<file path="config.mk">
export PLATFORM = sky130hd
export DESIGN_NAME = sfcc_frame_tracker
export DESIGN_NICKNAME = d
export VERILOG_FILES = /design/src/rtl/core/sfcc_pkg.sv /design/src/rtl/core/sfcc_frame_tracker.sv
export SDC_FILE = /design/constraint.sdc
export NUM_CORES = 1
export LEC_CHECK = 0
export ABC_CLOCK_PERIOD_IN_PS = 1700
export BUFFER_PORTS_ARGS = -buffer_cell sky130_fd_sc_hd__buf_2
export CAP_MARGIN = 20
export CORE_UTILIZATION = 46
export CTS_CLUSTER_SIZE = 30
export DETAILED_ROUTE_END_ITERATION = 7
export HOLD_SLACK_MARGIN = 0.12
export PLACE_DENSITY = 0.72
export SLEW_MARGIN = 10
export SYNTH_ARGS = -nofsm -noshare
export SYNTH_HDL_FRONTEND = slang
export SYNTH_SLANG_ARGS = --single-unit
export TNS_END_PERCENT = 30
</file>
<file path="constraint.sdc">
create_clock -name clk -period 1.7 [get_ports clk]
set_input_delay 0.255 -clock clk [delete_from_list [all_inputs] [get_ports clk]]
set_output_delay 0.255 -clock clk [all_outputs]
set_load 0.03 [all_outputs]
</file>
<file path="src/rtl/core/sfcc_pkg.sv">
// ----------------------------------------------------------------------------
// sfcc_pkg
// Shared constants and types of the sensor frame CRC checker.
// ----------------------------------------------------------------------------
package sfcc_pkg;

	localparam int unsigned POS_W = 4;

	localparam logic [POS_W-1:0] POS_CRC_LO = 4'd6;
	localparam logic [POS_W-1:0] POS_LAST   = 4'd7;
	localparam logic [POS_W-1:0] POS_IDLE   = 4'd8;

	localparam logic [15:0] CRC_INIT   = 16'hFFFF;
	localparam logic [15:0] CRC_POLY   = 16'hA001;
	localparam logic [7:0]  FUNC_CODE  = 8'h03;
	localparam logic [7:0]  BYTE_COUNT = 8'h04;

	localparam logic [1:0] ST_OK         = 2'd0;
	localparam logic [1:0] ST_BAD_HEADER = 2'd1;
	localparam logic [1:0] ST_BAD_CRC    = 2'd2;

	typedef struct packed {
		logic [1:0]         status;
		logic [15:0]        humidity_tenths;
		logic signed [15:0] temperature_tenths;
	} sfcc_result_t;

	// CRC register control from the frame tracker
	typedef struct packed {
		logic       step;
		logic       restart;
		logic [7:0] data;
	} sfcc_crc_ctrl_t;

endpackage

</file>
<file path="src/rtl/core/sfcc_frame_tracker.sv">
// ----------------------------------------------------------------------------
// sfcc_frame_tracker
// Byte position, header check, data capture and the end-of-frame verdict.
// ----------------------------------------------------------------------------
module sfcc_frame_tracker
	import sfcc_pkg::*;
(
	input  logic           clk,
	input  logic           arst_n,
	input  logic           advance,
	input  logic [7:0]     rx_byte,
	input  logic           frame_start,
	input  logic [15:0]    crc,
	output sfcc_crc_ctrl_t crc_ctrl,
	output logic           res_valid,
	output sfcc_result_t   res
);

	logic [POS_W-1:0] pos_q;
	logic             header_good_q;
	logic [15:0]      hum_q;
	logic [15:0]      temp_q;
	logic [7:0]       crc_lo_q;

	logic [POS_W-1:0] pos_eff;
	logic             active;
	logic             header_next;
	logic [15:0]      rx_crc;
	logic [15:0]      mag;

	assign pos_eff = frame_start ? '0 : pos_q;
	assign active  = frame_start || (pos_q < POS_IDLE);

	always_comb begin
		header_next = header_good_q;
		if (pos_eff == 4'd0) begin
			header_next = (rx_byte == FUNC_CODE);
		end else if (pos_eff == 4'd1) begin
			header_next = header_good_q && (rx_byte == BYTE_COUNT);
		end
	end

	assign crc_ctrl.step    = advance && active && (pos_eff < POS_CRC_LO);
	assign crc_ctrl.restart = frame_start;
	assign crc_ctrl.data    = rx_byte;

	always_ff @(posedge clk or negedge arst_n) begin
		if (!arst_n) begin
			pos_q <= POS_IDLE;
		end else if (advance && active) begin
			pos_q <= (pos_eff == POS_LAST) ? POS_IDLE : pos_eff + 4'd1;
		end
	end

	// capture payload bytes; big-endian data words
	always_ff @(posedge clk) begin
		if (advance && active) begin
			header_good_q <= header_next;
			unique case (pos_eff)
				4'd2:       hum_q[15:8]  <= rx_byte;
				4'd3:       hum_q[7:0]   <= rx_byte;
				4'd4:       temp_q[15:8] <= rx_byte;
				4'd5:       temp_q[7:0]  <= rx_byte;
				POS_CRC_LO: crc_lo_q     <= rx_byte;
				default: begin
				end
			endcase
		end
	end

	// verdict on the eighth byte; sign-magnitude to two's complement
	assign rx_crc    = {rx_byte, crc_lo_q};
	assign mag       = {1'b0, temp_q[14:0]};
	assign res_valid = active && (pos_eff == POS_LAST);

	always_comb begin
		res.status             = ST_OK;
		res.humidity_tenths    = '0;
		res.temperature_tenths = '0;
		priority if (!header_good_q) begin
			res.status = ST_BAD_HEADER;
		end else if (rx_crc != crc) begin
			res.status = ST_BAD_CRC;
		end else begin
			res.humidity_tenths    = hum_q;
			res.temperature_tenths = temp_q[15] ? -$signed(mag) : $signed(mag);
		end
	end

endmodule

</file>
==> reports/qor.txt <==
====================================================================================
Synthesized area per cell .............................................   11.2 sq um
Post-layout min period ................................................      2440 ps
Post-Place Worst Slack ................................................      -425 ps
Count of final hold-check violations ..................................            0
Global-route wire length before repair ................................      9620 um
Result of the run ..................................................... complete, but fails checks
Share of Yosys cell area claimed by the top area cell type ............        0.505
Most area-hungry cell type in the Yosys netlist ....................... sky130_fd_sc_hd__edfxtp_1
Power per cell area ...................................................  633 mW/mm^2
Maximum buffer depth of the clock tree ................................            2
DRC violation count after routing .....................................            0
Overflow left after global routing ....................................            0
Routed length per instance ............................................      16.9 um
Data required, critical path ..........................................      1440 ps
Top achievable clock speed ............................................      409 MHz
Worst path setup slack after routing ..................................      -742 ps
Per-cell via count in the routed design ...............................         5.19
Mapped Cells ..........................................................          217
Unique cell type count in the Yosys netlist ...........................           40
Leakage ...............................................................      1.70 nW
Die outline width .....................................................      74.8 um
Post-synthesis instance area .......................................... 0.00244 sq mm
Placed Instances ......................................................          383
Class of the most critical setup path .................................   reg -> out
Clock tree from TritonCTS .............................................         done
# Max-Cap Violations ..................................................            0
Number of rows created at floorplan ...................................           26
Ratio of cells with drive above 1 in the final layout .................        0.564
Leading register cell type out of synthesis ........................... sky130_fd_sc_hd__edfxtp_1
Clock transition at path regs .........................................        80 ps
Violated checks ....................................................... setup timing
EDFF count, synth .....................................................           41
Vias in the first global route ........................................         2047
Main combinational cell family by area after synthesis ................ simple AND/OR/NAND/NOR gates
HPWL after detailed placement .........................................      4340 um
RSZ-0062 raised after global routing ..................................          yes
Placeable core region ................................................. 0.00511 sq mm
Initial cell density of the core ......................................        0.478
Final standard cell utilization of the core ...........................        0.780
Peak fanout along the critical path ...................................            3
Number of synthesized register bits ...................................           45
Length of the first detailed-routing pass in iterations ...............            4
Worst relative slew slack .............................................        0.728
Initial antenna violation count .......................................            0
Fraction of registers with async set or reset after synthesis .........       0.0889
First-iteration detailed-routing DRC count ............................           44
Worst vdd ir ..........................................................       615 uV
Clk_lat worst skew ....................................................       300 ps
Total of fill cells in the finished design ............................          322
Synthesized Nets ......................................................          250
Clock root cell ....................................................... sky130_fd_sc_hd__clkbuf_8
Htree depth ...........................................................            2
Endpoint class of the critical path ...................................   output pin
Critical path startpoint category .....................................    flip-flop
Total number of nets in the final design ..............................          358
Simple-gate share of the synthesized area .............................        0.151
Total die area ........................................................ 0.00560 sq mm
Sinks on the clock net ................................................           45
Fraction of the mapped netlist area in compound gates .................       0.0856
Number of diodes ......................................................            0
Transition at the pin with the smallest max-transition slack ..........       402 ps
Maximum number of pins on one net before global-route repair ..........           18
Area Overhead vs Synth ................................................        63.3%
Adder and majority cell fraction of the synthesized area ..............       0.0256
Area contributors post-synth .......................................... sky130_fd_sc_hd__edfxtp_1 50%, sky130_fd_sc_hd__xor2_1 7.5%, sky130_fd_sc_hd__nor3_1 7.0%, sky130_fd_sc_hd__inv_1 3.5%, sky130_fd_sc_hd__dfrtp_1 3.1%
Final hold slack ......................................................       275 ps
Final period utilization ..............................................         1.44
Port Buffer Count .....................................................           72
RePlAce Congestion ....................................................        0.805
Height of the die .....................................................      74.8 um
Worst path arrival time ...............................................      2190 ps
Mux contribution to synthesized area ..................................      0.00872
Total of endpoints with negative setup slack in the final report ......           34
Top cells by instance count after synthesis ........................... 41 x sky130_fd_sc_hd__edfxtp_1, 34 x sky130_fd_sc_hd__nor3_1, 23 x sky130_fd_sc_hd__inv_1, 21 x sky130_fd_sc_hd__xor2_1, 10 x sky130_fd_sc_hd__clkbuf_1
Remaining antenna violation count .....................................            0
Number of top-level pins ..............................................           73
Hold/Removal Path Class ...............................................    in -> reg
Total length of routed wires ..........................................      6690 um
Worst setup skew after layout .........................................      7.60 ps
Vias post-DR ..........................................................         2057
Warnings from Yosys ...................................................            0
Overall fraction of global-route tracks in use ........................        0.237
Count of pins over their slew limit ...................................            0
Sequential area share after synthesis .................................        0.546
Parity-gate share of the synthesized area counting xor and xnor cells .        0.104
Clock buffers created by TritonCTS ....................................            5
Cell Count, Final, Fillers Out ........................................          396
Cell with the most instances after synthesis .......................... sky130_fd_sc_hd__edfxtp_1
====================================================================================
-- metrics by stage --
stage	setup TNS [ps]	cell area (sq um)	power, W
after floorplan	-6530	2760	0.00167
after global placement	-8110	3460	0.00184
after detailed placement	-7920	3460	0.00186
after CTS	-16670	3810	0.00249
after global routing	-19230	3990	0.00261
final	-16540	3990	0.00252
-- layer usage --
| metal | global-route usage | part of all wire | vias to the layer above | wire [um] |
|---|---|---|---|---|
| met5 | 0 | 0 | - | 0 |
| li1 | - | - | 992 | - |
| met1 | 0.261 | 0.39 | 1000 | 2640 |
| met3 | 0.0361 | 0.023 | 15 | 153 |
| met4 | 0.0839 | 0.024 | 0 | 160 |
| met2 | 0.458 | 0.56 | 50 | 3740 |
-- cells in the final DEF, fill, tap and decap left out, drive strengths merged, types with 4 or more instances in the layout --
| master | netlist | routed |
|---|---|---|
| a21oi | 4 | 4 |
| a31oi | 4 | 4 |
| and2 | 4 | 4 |
| buf | 9 | 119 |
| clkbuf | 10 | 5 |
| edfxtp | 41 | 41 |
| ha | 5 | 5 |
| inv | 23 | 23 |
| nor2 | 5 | 5 |
| nor3 | 34 | 34 |
| nor4 | 7 | 7 |
| o41ai | 4 | 4 |
| xnor2 | 8 | 8 |
| xor2 | 21 | 21 |
-- power breakdown --
group	internal, W	switching (W)
clock	0.000284	0.000351
sequential	0.00128	0.0000528
combinational	0.000209	0.000343
total	0.00177	0.000747
-- path summary, 6_finish.rpt --
check                                startpoint                 endpoint  slack [ps]  depth (start not counted)
max reg2reg                pos_q[1]$_DFFE_PN0P_  header_good_q$_DFFE_PP_         120                          5
max in group asynchronous                arst_n     pos_q[3]$_DFFE_PN1P_        1190                          2
min in group asynchronous                arst_n     pos_q[2]$_DFFE_PN0P_         300                          2
min reg2reg                pos_q[2]$_DFFE_PN0P_     pos_q[2]$_DFFE_PN0P_         570                          1
min                                     advance     pos_q[3]$_DFFE_PN1P_         280                          3
max                         temp_q[5]$_DFFE_PP_                  res[15]        -740                          6
-- registers in the layout, summed over array words and instances (netlist names) --
| signal | count |
|---|---|
| header_good_q | 1 |
| crc_lo_q | 8 |
| temp_q | 16 |
| hum_q | 16 |
| pos_q | 4 |
-- cells by family after synthesis --
group / after synthesis
fa+ha+maj: 5
mux: 2
xor+xnor: 29
compound gates: 27
buf+inv: 42
simple gates: 67
flops: 45
-- timing repair --
item | 4_1_cts | 5_1_grt
endpoints found under the hold margin | 4 | 0
resized for setup | 64 | 31
pin swaps | 9 | 14
endpoints found under the setup margin | 34 | 35
buffers inserted | 3 | 1
hold buffers | 1 | 0
-- critical path, stage by stage, from the launching register on --
cell and delay [ps]:
sky130_fd_sc_hd__edfxtp_1 390, sky130_fd_sc_hd__or4_4 600, sky130_fd_sc_hd__buf_6 160, sky130_fd_sc_hd__o41ai_4 370, sky130_fd_sc_hd__buf_4 180, sky130_fd_sc_hd__nor3_4 30, sky130_fd_sc_hd__buf_6 150
-- final cells by class --
type / count / area [sq um] / share of cell area
Multi-Input combinational cell: 130 / 1410 / 0.355
Clock inverter: 3 / 17.5 / 0.00440
Tap cell: 70 / 87.6 / 0.0220
Clock buffer: 5 / 68.8 / 0.0173
Inverter: 23 / 86.3 / 0.0217
Sequential cell: 45 / 1330 / 0.334
Timing Repair Buffer: 120 / 978 / 0.246
No activity file was read; power rests on OpenSTA's default activity.
